**src/rtl/utf8d_pkg.sv**
```systemverilog
// Package for the UTF-8 stream decoder.
// Holds the result record type, byte masks and the replacement encoding.
// No dependencies.
`timescale 1ns / 1ps
`default_nettype none

package utf8d_pkg;

  localparam logic [7:0]  ASCII_LIMIT = 8'h80;
  localparam logic [7:0]  LEAD2_MASK  = 8'h1f;
  localparam logic [7:0]  CONT_MASK   = 8'h3f;
  localparam logic [7:0]  LEAD3_MASK  = 8'h0f;
  localparam logic [7:0]  LEAD4_MASK  = 8'h07;

  localparam logic [20:0] REPL_CP     = 21'h00fffd;
  localparam logic [7:0]  REPL_BYTE0  = 8'hef;
  localparam logic [7:0]  REPL_BYTE1  = 8'hbf;
  localparam logic [7:0]  REPL_BYTE2  = 8'hbd;

  localparam logic [2:0]  LEN_1       = 3'd1;
  localparam logic [2:0]  LEN_2       = 3'd2;
  localparam logic [2:0]  LEN_3       = 3'd3;
  localparam logic [2:0]  LEN_4       = 3'd4;

  typedef struct packed {
    logic [20:0] code_point;
    logic [7:0]  enc_byte0;
    logic [7:0]  enc_byte1;
    logic [7:0]  enc_byte2;
    logic [7:0]  enc_byte3;
    logic [2:0]  enc_length;
    logic        invalid;
  } result_t;

endpackage

`default_nettype wire

```
**src/rtl/utf8d_decode.sv**
```systemverilog
// Per-byte decoder: sequence state registers and the decode logic.
// Produces at most one result record for each accepted byte.
// Depends on utf8d_pkg.
`timescale 1ns / 1ps
`default_nettype none

module utf8d_decode (
  input  wire logic              clk,
  input  wire logic              rst_n,
  input  wire logic              byte_take,
  input  wire logic [7:0]        byte_in,
  output utf8d_pkg::result_t     res,
  output logic                   res_valid
);

  logic [1:0]  rem_r, rem_nxt;
  logic [2:0]  total_r, total_nxt;
  logic [20:0] acc_r, acc_nxt;
  logic [7:0]  held_r [3];
  logic [7:0]  held_nxt [3];

  logic [1:0]  rem_dec;
  logic [2:0]  pos;
  logic [20:0] acc_shift;

  always_comb begin
    rem_dec   = rem_r - 2'd1;
    pos       = total_r - {1'b0, rem_dec} - 3'd1;
    acc_shift = {acc_r[14:0], byte_in[5:0] & utf8d_pkg::CONT_MASK[5:0]};

    rem_nxt     = rem_r;
    total_nxt   = total_r;
    acc_nxt     = acc_r;
    held_nxt[0] = held_r[0];
    held_nxt[1] = held_r[1];
    held_nxt[2] = held_r[2];
    res_valid   = 1'b0;
    res         = '0;

    if (rem_r == 2'd0) begin
      if (byte_in < utf8d_pkg::ASCII_LIMIT) begin
        res_valid      = 1'b1;
        res.code_point = {13'd0, byte_in};
        res.enc_byte0  = byte_in;
        res.enc_length = utf8d_pkg::LEN_1;
      end else if (byte_in inside {[8'hc0:8'hf7]}) begin
        if (byte_in inside {[8'hc0:8'hdf]}) begin
          acc_nxt   = {13'd0, byte_in & utf8d_pkg::LEAD2_MASK};
          total_nxt = utf8d_pkg::LEN_2;
          rem_nxt   = 2'd1;
        end else if (byte_in inside {[8'he0:8'hef]}) begin
          acc_nxt   = {13'd0, byte_in & utf8d_pkg::LEAD3_MASK};
          total_nxt = utf8d_pkg::LEN_3;
          rem_nxt   = 2'd2;
        end else begin
          acc_nxt   = {13'd0, byte_in & utf8d_pkg::LEAD4_MASK};
          total_nxt = utf8d_pkg::LEN_4;
          rem_nxt   = 2'd3;
        end
        held_nxt[0] = byte_in;
        held_nxt[1] = 8'd0;
        held_nxt[2] = 8'd0;
      end else begin
        res_valid      = 1'b1;
        res.code_point = utf8d_pkg::REPL_CP;
        res.enc_byte0  = utf8d_pkg::REPL_BYTE0;
        res.enc_byte1  = utf8d_pkg::REPL_BYTE1;
        res.enc_byte2  = utf8d_pkg::REPL_BYTE2;
        res.enc_length = utf8d_pkg::LEN_3;
        res.invalid    = 1'b1;
      end
    end else begin
      acc_nxt = acc_shift;
      rem_nxt = rem_dec;
      if (rem_dec != 2'd0) begin
        if (pos == 3'd1) begin
          held_nxt[1] = byte_in;
        end else if (pos == 3'd2) begin
          held_nxt[2] = byte_in;
        end
      end else begin
        res_valid      = 1'b1;
        res.code_point = acc_shift;
        res.enc_byte0  = held_r[0];
        if (total_r == utf8d_pkg::LEN_2) begin
          res.enc_byte1  = byte_in;
          res.enc_length = utf8d_pkg::LEN_2;
        end else if (total_r == utf8d_pkg::LEN_3) begin
          res.enc_byte1  = held_r[1];
          res.enc_byte2  = byte_in;
          res.enc_length = utf8d_pkg::LEN_3;
        end else begin
          res.enc_byte1  = held_r[1];
          res.enc_byte2  = held_r[2];
          res.enc_byte3  = byte_in;
          res.enc_length = utf8d_pkg::LEN_4;
        end
        total_nxt   = 3'd0;
        acc_nxt     = 21'd0;
        held_nxt[0] = 8'd0;
        held_nxt[1] = 8'd0;
        held_nxt[2] = 8'd0;
      end
    end
  end

  always_ff @(posedge clk) begin
    if (!rst_n) begin
      rem_r     <= 2'd0;
      total_r   <= 3'd0;
      acc_r     <= 21'd0;
      held_r[0] <= 8'd0;
      held_r[1] <= 8'd0;
      held_r[2] <= 8'd0;
    end else if (byte_take) begin
      rem_r     <= rem_nxt;
      total_r   <= total_nxt;
      acc_r     <= acc_nxt;
      held_r[0] <= held_nxt[0];
      held_r[1] <= held_nxt[1];
      held_r[2] <= held_nxt[2];
    end
  end

endmodule

`default_nettype wire

```
**src/rtl/utf8d_out_buf.sv**
```systemverilog
// Two-entry result buffer between the decoder and the output channel.
// The second entry lets the decoder keep taking bytes while a result waits.
// Depends on utf8d_pkg.
`timescale 1ns / 1ps
`default_nettype none

module utf8d_out_buf (
  input  wire logic              clk,
  input  wire logic              rst_n,
  input  wire logic              push,
  input  wire utf8d_pkg::result_t push_data,
  output logic                   has_room,
  output logic                   out_valid,
  input  wire logic              out_ready,
  output utf8d_pkg::result_t     out_data
);

  utf8d_pkg::result_t entry_r [2];
  logic       wr_ptr_r, wr_ptr_nxt;
  logic       rd_ptr_r, rd_ptr_nxt;
  logic [1:0] cnt_r, cnt_nxt;
  logic       pop;

  always_comb begin
    has_room   = (cnt_r != 2'd2);
    out_valid  = (cnt_r != 2'd0);
    out_data   = entry_r[rd_ptr_r];
    pop        = out_valid && out_ready;
    wr_ptr_nxt = push ? ~wr_ptr_r : wr_ptr_r;
    rd_ptr_nxt = pop ? ~rd_ptr_r : rd_ptr_r;
    cnt_nxt    = cnt_r + {1'b0, push} - {1'b0, pop};
  end

  always_ff @(posedge clk) begin
    if (!rst_n) begin
      wr_ptr_r <= 1'b0;
      rd_ptr_r <= 1'b0;
      cnt_r    <= 2'd0;
    end else begin
      wr_ptr_r <= wr_ptr_nxt;
      rd_ptr_r <= rd_ptr_nxt;
      cnt_r    <= cnt_nxt;
    end
  end

  always_ff @(posedge clk) begin
    if (push) begin
      entry_r[wr_ptr_r] <= push_data;
    end
  end

endmodule

`default_nettype wire

```
**src/rtl/utf8_stream_decoder.sv**
```systemverilog
// UTF-8 stream decoder, top level.
// Accepts one byte per beat on the in_ channel and returns decoded characters
// on the out_ channel. Each result beat carries the code point, the raw
// encoding bytes (unused ones are zero), the length and an invalid flag.
// A byte below 0x80 yields a result for that beat. A lead byte starts a
// sequence and the result appears with its last continuation byte; bytes in
// between yield nothing. A stray continuation byte or a lead byte with five or
// more leading ones yields U+FFFD (EF BF BD) with the invalid flag set.
// A result is written into the result buffer with the beat that completes it
// and is presented on out_valid from there. Throughput: one byte per cycle
// while in_ready is high; decode from the sequence state is combinational.
// A two-entry result buffer keeps in_ready high while one result waits; when
// the receiver stalls for longer, in_ready falls once both entries are full.
// Reset (rst_n low, synchronous) drops any partial sequence and empties the
// buffer; no reset pass is needed and the block accepts bytes right after.
// Depends on utf8d_pkg, utf8d_decode and utf8d_out_buf.
`timescale 1ns / 1ps
`default_nettype none

module utf8_stream_decoder (
  input  wire logic        clk,
  input  wire logic        rst_n,
  input  wire logic        in_valid,
  output logic             in_ready,
  input  wire logic [7:0]  in_byte,
  output logic             out_valid,
  input  wire logic        out_ready,
  output logic [20:0]      out_code_point,
  output logic [7:0]       out_enc_byte0,
  output logic [7:0]       out_enc_byte1,
  output logic [7:0]       out_enc_byte2,
  output logic [7:0]       out_enc_byte3,
  output logic [2:0]       out_enc_length,
  output logic             out_invalid
);

  utf8d_pkg::result_t dec_res;
  utf8d_pkg::result_t buf_res;
  logic               dec_valid;
  logic               buf_room;
  logic               take;

  assign in_ready = buf_room;
  assign take     = in_valid && buf_room;

  utf8d_decode u_decode (
    .clk       (clk),
    .rst_n     (rst_n),
    .byte_take (take),
    .byte_in   (in_byte),
    .res       (dec_res),
    .res_valid (dec_valid)
  );

  utf8d_out_buf u_out_buf (
    .clk       (clk),
    .rst_n     (rst_n),
    .push      (take && dec_valid),
    .push_data (dec_res),
    .has_room  (buf_room),
    .out_valid (out_valid),
    .out_ready (out_ready),
    .out_data  (buf_res)
  );

  assign out_code_point = buf_res.code_point;
  assign out_enc_byte0  = buf_res.enc_byte0;
  assign out_enc_byte1  = buf_res.enc_byte1;
  assign out_enc_byte2  = buf_res.enc_byte2;
  assign out_enc_byte3  = buf_res.enc_byte3;
  assign out_enc_length = buf_res.enc_length;
  assign out_invalid    = buf_res.invalid;

endmodule

`default_nettype wire

```
**config.mk**
```make
export PLATFORM = sky130hd
export DESIGN_NAME = utf8_stream_decoder
export DESIGN_NICKNAME = d
export VERILOG_FILES = /design/src/rtl/utf8d_pkg.sv /design/src/rtl/utf8d_decode.sv /design/src/rtl/utf8d_out_buf.sv /design/src/rtl/utf8_stream_decoder.sv
export SDC_FILE = /design/constraint.sdc
export NUM_CORES = 1
export LEC_CHECK = 0
export BUFFER_PORTS_ARGS = -buffer_cell sky130_fd_sc_hd__buf_2
export CAP_MARGIN = 25
export CORE_MARGIN = 2
export CORE_UTILIZATION = 34
export CTS_CLUSTER_DIAMETER = 200
export DETAILED_ROUTE_END_ITERATION = 16
export GPL_TIMING_DRIVEN = 0
export HOLD_SLACK_MARGIN = 0.03
export PLACE_DENSITY_LB_ADDON = 0.1
export REMOVE_ABC_BUFFERS = 1
export SYNTH_ARGS = -nofsm -noshare
export SYNTH_HDL_FRONTEND = slang
export SYNTH_SLANG_ARGS = --single-unit
```
**constraint.sdc**
```tcl
create_clock -name clk -period 6.25 [get_ports clk]
set_input_delay 1.25 -clock clk [delete_from_list [all_inputs] [get_ports clk]]
set_output_delay 1.25 -clock clk [all_outputs]
set_load 0.1 [all_outputs]
```
==> flow_metrics.tcl, run 1 <==
set metrics [dict create \
    antenna_cells 0 \
    cts_buffer_depth 2 \
    cp_data_arrival_time_ps 2110 \
    io_pins 71 \
    yosys-top-cells-count "edfxtp_1, nand2_1, mux2_2" \
    tritoncts "yes" \
    wire_per_inst_um 17.4 \
    syn_area_um2 6850 \
    synthToLayoutAreaGrowth_pct 19.6 \
    cts.sink_count 163 \
    multi_input_area_um2 2030 \
    numCtsBuffers 17 \
    htreeDepth 4 \
    async_flop_share 0 \
    clk_pin_slew_ps 60 \
    avgSynthCellArea_um2 13.8 \
    viasPerCell 4.77 \
    ys.flop_type "edfxtp_1" \
    relSlewSlack 0.397 \
    drv_cap 0 \
    ys_ff_latch 163 \
    finalWeightedCongestion 0.755 \
    cts_setup_buffers 0 \
    fmax_ghz 0.297 \
    drc 0 \
    final_max_slew_viol_count 0 \
    place_area_um2 7550 \
    drt-initial-drc-count 230 \
    wl_um 14600 \
    dieArea_um2 21300 \
    grt.total_usage 0.141 \
    antenna_found_initial 0 \
    num_rows 51 \
    setup_violations 0 \
    worstPathRequired_ps 5000 \
    final_cell_count_no_fill 838 \
    ys_warn_count 0 \
    hold_buffers 0 \
    grt_pass1_wl_um 22900 \
    clock_latency_ps 430 \
    synthTopCellsByArea "edfxtp_1, mux2_2, dfxtp_1" \
    register_area_um2 4650 \
    ant_nets 0 \
    fin_crit_sh 0.538 \
    outcome "completed" \
    dp_slack_ps 2650 \
    initial_core_util 0.350 \
    grt_pass1_vias 4187 \
    die_height_um 146 \
    hold_viol 0 \
    crit_type "flop to output pin" \
    synth_edf_count 138 \
    yosysSeqAreaShare 0.678 \
    via_count 3994 \
    cts_root_buffer "clkbuf_16" \
    synth.most_common_cell "edfxtp_1" \
    fin_area_um2 8200 \
    synthDistinctLibCells 40 \
    postSynthCellCount 495 \
    yosys.area.top_type "edfxtp_1" \
    coreArea_um2 19600 \
    grt_overflow 0 \
    synth.top_cell.area_share 0.605 \
    rsz0062_at_grt "no" \
    finalCriticalPeriod_ps 3360 \
    first_pass_iters 5 \
    start_kind "flop" \
    drive_gt1_frac 0.316 \
    port_buffers 70 \
    fin_skew_ps 7.89 \
    cts_resized 0 \
    fin_ws_ps 2890 \
    nNetsFinal 579 \
    worst_slew_pin_slew_ps 904 \
    dp_cells 805 \
    worst_setup_path_end_kind "output pin" \
    path_max_fanout 57 \
    dp_hpwl_um 9130 \
    die_w_um 146 \
    grt_max_degree 58 \
    nFillCells 1857 \
    hold_ws_ps 465 \
    min_path_type "flop to flop" \
]
## path summary, 6_finish.rpt
check / slack, ps / endpoint / startpoint / cells past startpoint
setup / recovery: 2890 / out_enc_byte2[5] / flop / 2
hold reg to reg: 470 / u_decode.acc_r[14] / u_decode.acc_r[14] / 2
hold / removal: 470 / u_decode.acc_r[14] / u_decode.acc_r[14] / 2
setup reg to reg: 3240 / u_decode.held_r[0][17] / u_decode.rem_r[0] / 7
## cell type report
cell class                 count  area share
tap                          265      0.0404
sequential                   163       0.567
timing repair buffer          77      0.0604
inverter                      14     0.00641
multi-input combinational    287       0.248
clock buffer                  18      0.0524
clock inverter                14      0.0255
## per-stage QoR
| step | utilization | TNS, ps |
|---|---|---|
| 2_1_floorplan | - | 0 |
| 3_3_place_gp | 0.377 | -48640 |
| 3_5_place_dp | 0.386 | 0 |
| 4_1_cts | 0.418 | 0 |
| 5_1_grt | 0.418 | 0 |
| 6_report | 0.418 | 0 |
## sequential cells by signal, summed over array words and instances, names as in the netlist, named ones only
signal,flops
u_decode.acc_r,15
u_decode.held_r,24
u_decode.rem_r,2
u_decode.total_r,3
u_out_buf.cnt_r,2
u_out_buf.entry_r,114
u_out_buf.rd_ptr_r,1
u_out_buf.wr_ptr_r,1
## per-layer routing
metal	GRT usage	part of all wire	vias up
met2	0.220	0.47	80
met3	0.0373	0.037	10
met5	0	0	-
li1	-	-	1934
met1	0.190	0.48	1970
met4	0.0515	0.013	0
## kinds of logic (layout without fill, tap and decap cells)
group	after synthesis	in the layout	synth area share
XOR/XNOR	5	5	0.00639
AO/OA/AOI/OAI	61	61	0.0564
multiplexers	66	66	0.107
flip-flops	163	163	0.678
adder cells (fa/ha/maj)	7	7	0.0139
AND/OR/NAND/NOR	148	148	0.110
buffers and inverters	45	123	0.0281
## critical path, cell delays in order (launching register included)
cell and delay [ps]:
dfxtp_4 880, mux2_2 320, buf_2 430
## cell usage in the layout, fill, tap and decap left out, types with 3 or more instances in the layout
cell type   instances
edfxtp_1          138
buf_2              70
nand2_1            60
mux2_2             57
o21ai_0            32
dfxtp_1            24
and3_1             23
clkbuf_16          17
and2_1             15
nand3_1            14
inv_1              14
nor2_1             14
a21oi_1            12
mux2i_1             9
ha_1                6
a22o_1              5
bufinv_16           5
nand2b_1            4
clkinv_2            4
clkinvlp_4          4
or2_2               3
nor2_4              3
a32o_1              3
xnor2_1             3
buf_16              3
Power of run 1 is not shown: default switching activity piles up to over one toggle a cycle in this logic, so the estimate is an artifact.
==> run 2: changes to the inputs <==
- clock period: 6.25 -> 3 ns (I/O delays scaled with it)
==> run 2 against run 1 <==
Effect of this change:
- global-route usage barely moved
- clock skew rose by 1.7 ps
- via count rose by 1.1%
- clock-buffer cell count did not move
- largest cell class unchanged
==> flow_metrics.tcl, run 2 (synthesized netlist as in run 1, its figures left out) <==
set metrics [dict create \
    relSlewSlack 0.396 \
    setup_violations 0 \
    die_w_um 146 \
    routed.top_layer "met4" \
    drive_gt1_frac 0.321 \
    wl_met2_um 6860 \
    largest_reg_flops 114 \
    wl_met1_um 7030 \
    min_path_type "flop to flop" \
    ant_nets 0 \
    die_height_um 146 \
    cp_data_arrival_time_ps 2110 \
    final_common_cell "edfxtp_1" \
    synthToLayoutAreaGrowth_pct 19.8 \
    start_kind "flop" \
    fmax_ghz 0.369 \
    cts_setup_buffers 0 \
    cts_root_buffer "clkbuf_16" \
    grt_max_degree 58 \
    worst_slew_pin_slew_ps 907 \
    clk_pin_slew_ps 60 \
    numCtsBuffers 17 \
    grt.total_usage 0.142 \
    finalCriticalPeriod_ps 2710 \
    fin_crit_sh 0.904 \
    cts_buffer_depth 2 \
    nNetsFinal 579 \
    hold_path_depth 2 \
    antenna_cells 0 \
    hold_ws_ps 468 \
    drv_cap 0 \
    place_area_um2 7550 \
    final_max_slew_viol_count 0 \
    coreArea_um2 19600 \
    drc 0 \
    worstPathRequired_ps 2400 \
    num_rows 51 \
    mostFrequentLayoutCells "edfxtp_1, buf_2, nand2_1, mux2_2, o21ai_0" \
    io_pins 71 \
    wl_um 14600 \
    fin_area_um2 8210 \
    crit_type "flop to output pin" \
    port_buffers 70 \
    reg.largest.list "u_out_buf.entry_r: 114 flops, u_decode.held_r: 24 flops, u_decode.acc_r: 15 flops" \
    dieArea_um2 21300 \
    grt_pass1_wl_um 23000 \
    via_count 4038 \
    hold_buffers 0 \
    ff2ff_path_depth 7 \
    regMostFlops "u_out_buf.entry_r" \
    tritoncts "yes" \
    dp_hpwl_um 9130 \
    grt_overflow 0 \
    drt-initial-drc-count 202 \
    cts_resized 2 \
    worst_setup_path_end_kind "output pin" \
    viasPerCell 4.82 \
    cts.sink_count 163 \
    first_pass_iters 4 \
    dr_wl_met3_um 436 \
    finalWeightedCongestion 0.755 \
    rsz0062_at_grt "no" \
    htreeDepth 4 \
    antenna_found_initial 0 \
    hold_viol 0 \
    path_max_fanout 57 \
    grt_pass1_vias 4187 \
    wire_per_inst_um 17.4 \
    initial_core_util 0.350 \
    postLayoutCoreUtil 0.419 \
    outcome "completed" \
    clock_latency_ps 430 \
    fin_skew_ps 9.62 \
]
run 2: final timing paths:
kind              slack, ps                from                     to
setup / recovery        290                flop       out_enc_byte2[5]
hold / removal          470  u_decode.acc_r[10]     u_decode.acc_r[10]
setup reg to reg        310   u_decode.rem_r[0]  u_decode.held_r[0][1]
hold reg to reg         470  u_decode.acc_r[10]     u_decode.acc_r[10]
run 2: cell type report:
class,count,area [um^2]
tap,265,332
fill,1858,11400
clock buffer,18,429
sequential,163,4650
inverter,14,52.6
timing repair buffer,77,495
multi-input combinational,287,2040
clock inverter,14,209
run 2: per-stage QoR:
stage,setup TNS (ps),setup slack (ps),std cells
after CTS,0,114,837
after detailed placement,-861,-73.7,805
after floorplan,-162820,-1430,464
after global placement,-436920,-3160,799
final,0,288,838
after global routing,0,134,838
run 2: per-layer routing:
metal	up-vias	global-route usage
met5	-	0
met4	0	0.0515
met3	13	0.0373
met2	75	0.221
met1	2006	0.191
li1	1944	-
run 2: worst max-delay path, stage by stage, from the launching register on:
cell	delay, ps
dfxtp_4	880
mux2_2	320
buf_2	430
Power of run 2 is left out for the same reason.
==> run 3: changes to the inputs <==
- CELL_PAD_IN_SITES_DETAIL_PLACEMENT: not set -> 1
- CELL_PAD_IN_SITES_GLOBAL_PLACEMENT: not set -> 1
- CORE_MARGIN: 2 -> 1.5
==> run 3 against run 2 <==
Effect of this change:
- sequential cell count unchanged
- sequential share of layout area up 0.39 points
- first-iteration DRC count up 3.0%
==> flow_metrics.tcl, run 3 (synthesized netlist as in run 1, its figures left out) <==
set metrics [dict create \
    wl_um 15800 \
    mostFrequentLayoutCells "edfxtp_1, buf_2, nand2_1, mux2_2, o21ai_0" \
    cts.sink_count 163 \
    grt.busiest_layer "met2" \
    finalWeightedCongestion 0.702 \
    rr_endpoint "u_out_buf.cnt_r[1]" \
    worst_slew_pin_slew_ps 858 \
    min_path_type "flop to flop" \
    clock_latency_ps 420 \
    grt_use_met2 0.252 \
    clk_pin_slew_ps 60 \
    hold_viol 0 \
    cts_buffer_depth 2 \
    crit_path_end "u_out_buf.cnt_r[1]" \
    wire_per_inst_um 18.8 \
    cp_data_arrival_time_ps 3050 \
    ff2ff_path_depth 10 \
    relSlewSlack 0.428 \
    reg.largest.list "u_out_buf.entry_r: 114 flops, u_decode.held_r: 24 flops, u_decode.acc_r: 15 flops" \
    start_kind "flop" \
    port_buffers 70 \
    first_pass_iters 4 \
    worstPathRequired_ps 3290 \
    fin_ws_ps 246 \
    htreeDepth 4 \
    drc 0 \
    via_count 4120 \
    dieArea_um2 21000 \
    hold_path_depth 2 \
    rsz0062_at_grt "no" \
    fin_area_um2 8150 \
    io_pins 71 \
    globalRouteMet1Util 0.219 \
    startpoint "u_decode.rem_r[0]" \
    reg2reg_slack_ps 250 \
    worst_setup_path_end_kind "flop" \
    grt_overflow 0 \
    fin_skew_ps 8.86 \
    outcome "completed" \
    final_common_cell "edfxtp_1" \
    coreArea_um2 19600 \
    grt_pass1_wl_um 25700 \
    r2r-start "u_decode.rem_r[0]" \
    cts_root_buffer "clkbuf_16" \
    grt_pass1_vias 4574 \
    viasPerCell 4.90 \
    antenna_found_initial 0 \
    ant_nets 0 \
    path_max_fanout 19 \
    place_area_um2 7530 \
    die_w_um 145 \
    initial_core_util 0.350 \
    regMostFlops "u_out_buf.entry_r" \
    grt_max_degree 58 \
    drv_cap 0 \
    postLayoutCoreUtil 0.416 \
    die_height_um 145 \
    dp_slack_ps -436 \
    nNetsFinal 581 \
    grt_use_met3 0.0381 \
    tritoncts "yes" \
    drt-initial-drc-count 208 \
    hp-start "u_decode.acc_r[9]" \
    fin_crit_sh 0.918 \
    dp_hpwl_um 9790 \
    antenna_cells 0 \
    grt.total_usage 0.160 \
    crit_type "flop to flop" \
    synthToLayoutAreaGrowth_pct 19.0 \
    setup_violations 0 \
    drive_gt1_frac 0.322 \
    largest_reg_flops 114 \
    setup_tns_ps 0 \
    num_rows 51 \
    fmax_ghz 0.363 \
    final_max_slew_viol_count 0 \
    finalCriticalPeriod_ps 2750 \
    numCtsBuffers 17 \
]
-- run 3: per-layer routing --
metal | up-vias | share of wire | routed length, um
met5 | - | 0 | 0
met3 | 13 | 0.031 | 487
li1 | 1936 | - | -
met4 | 0 | 0.0099 | 157
met1 | 2108 | 0.49 | 7750
met2 | 63 | 0.47 | 7390
-- run 3: how the worst min path moves through the flow --
stage / to
2_1_floorplan: u_decode.acc_r[10]
3_3_place_gp: u_decode.acc_r[10]
3_5_place_dp: u_decode.acc_r[11]
4_1_cts: u_decode.acc_r[9]
5_1_grt: u_decode.acc_r[14]
6_report: u_decode.acc_r[9]
-- run 3: worst max-delay path, cell delays in order, from the launching register on --
cell and delay, ps:
dfxtp_1 360, inv_1 110, ha_2 440, nand3_1 320
o2111ai_2 470, ha_1 310, inv_1 50, ha_1 160
xor2_1 210, xnor2_1 140, nor2_1 60
-- run 3: layout make-up --
cell class / instances / area [um^2]
clock buffers: 22 / 454
clock inverters: 10 / 134
fillers: 2041 / 11400
inverters: 14 / 52.6
multi-input cells: 287 / 2050
flip-flops and latches: 163 / 4650
well taps: 265 / 332
repair buffers: 79 / 484
-- run 3: timing repair --
item,CTS,global route
setup endpoints to repair,26,1
setup buffers,1,0
hold buffers,0,0
resized for setup,4,1
pin swaps,1,0
-- run 3: per-stage QoR --
stage | hold WS [ps] | cells
2_1_floorplan | 431 | 464
3_3_place_gp | 448 | 799
4_1_cts | 468 | 839
3_5_place_dp | 452 | 806
5_1_grt | 497 | 840
6_report | 462 | 840
Power of run 3 is left out for the same reason.
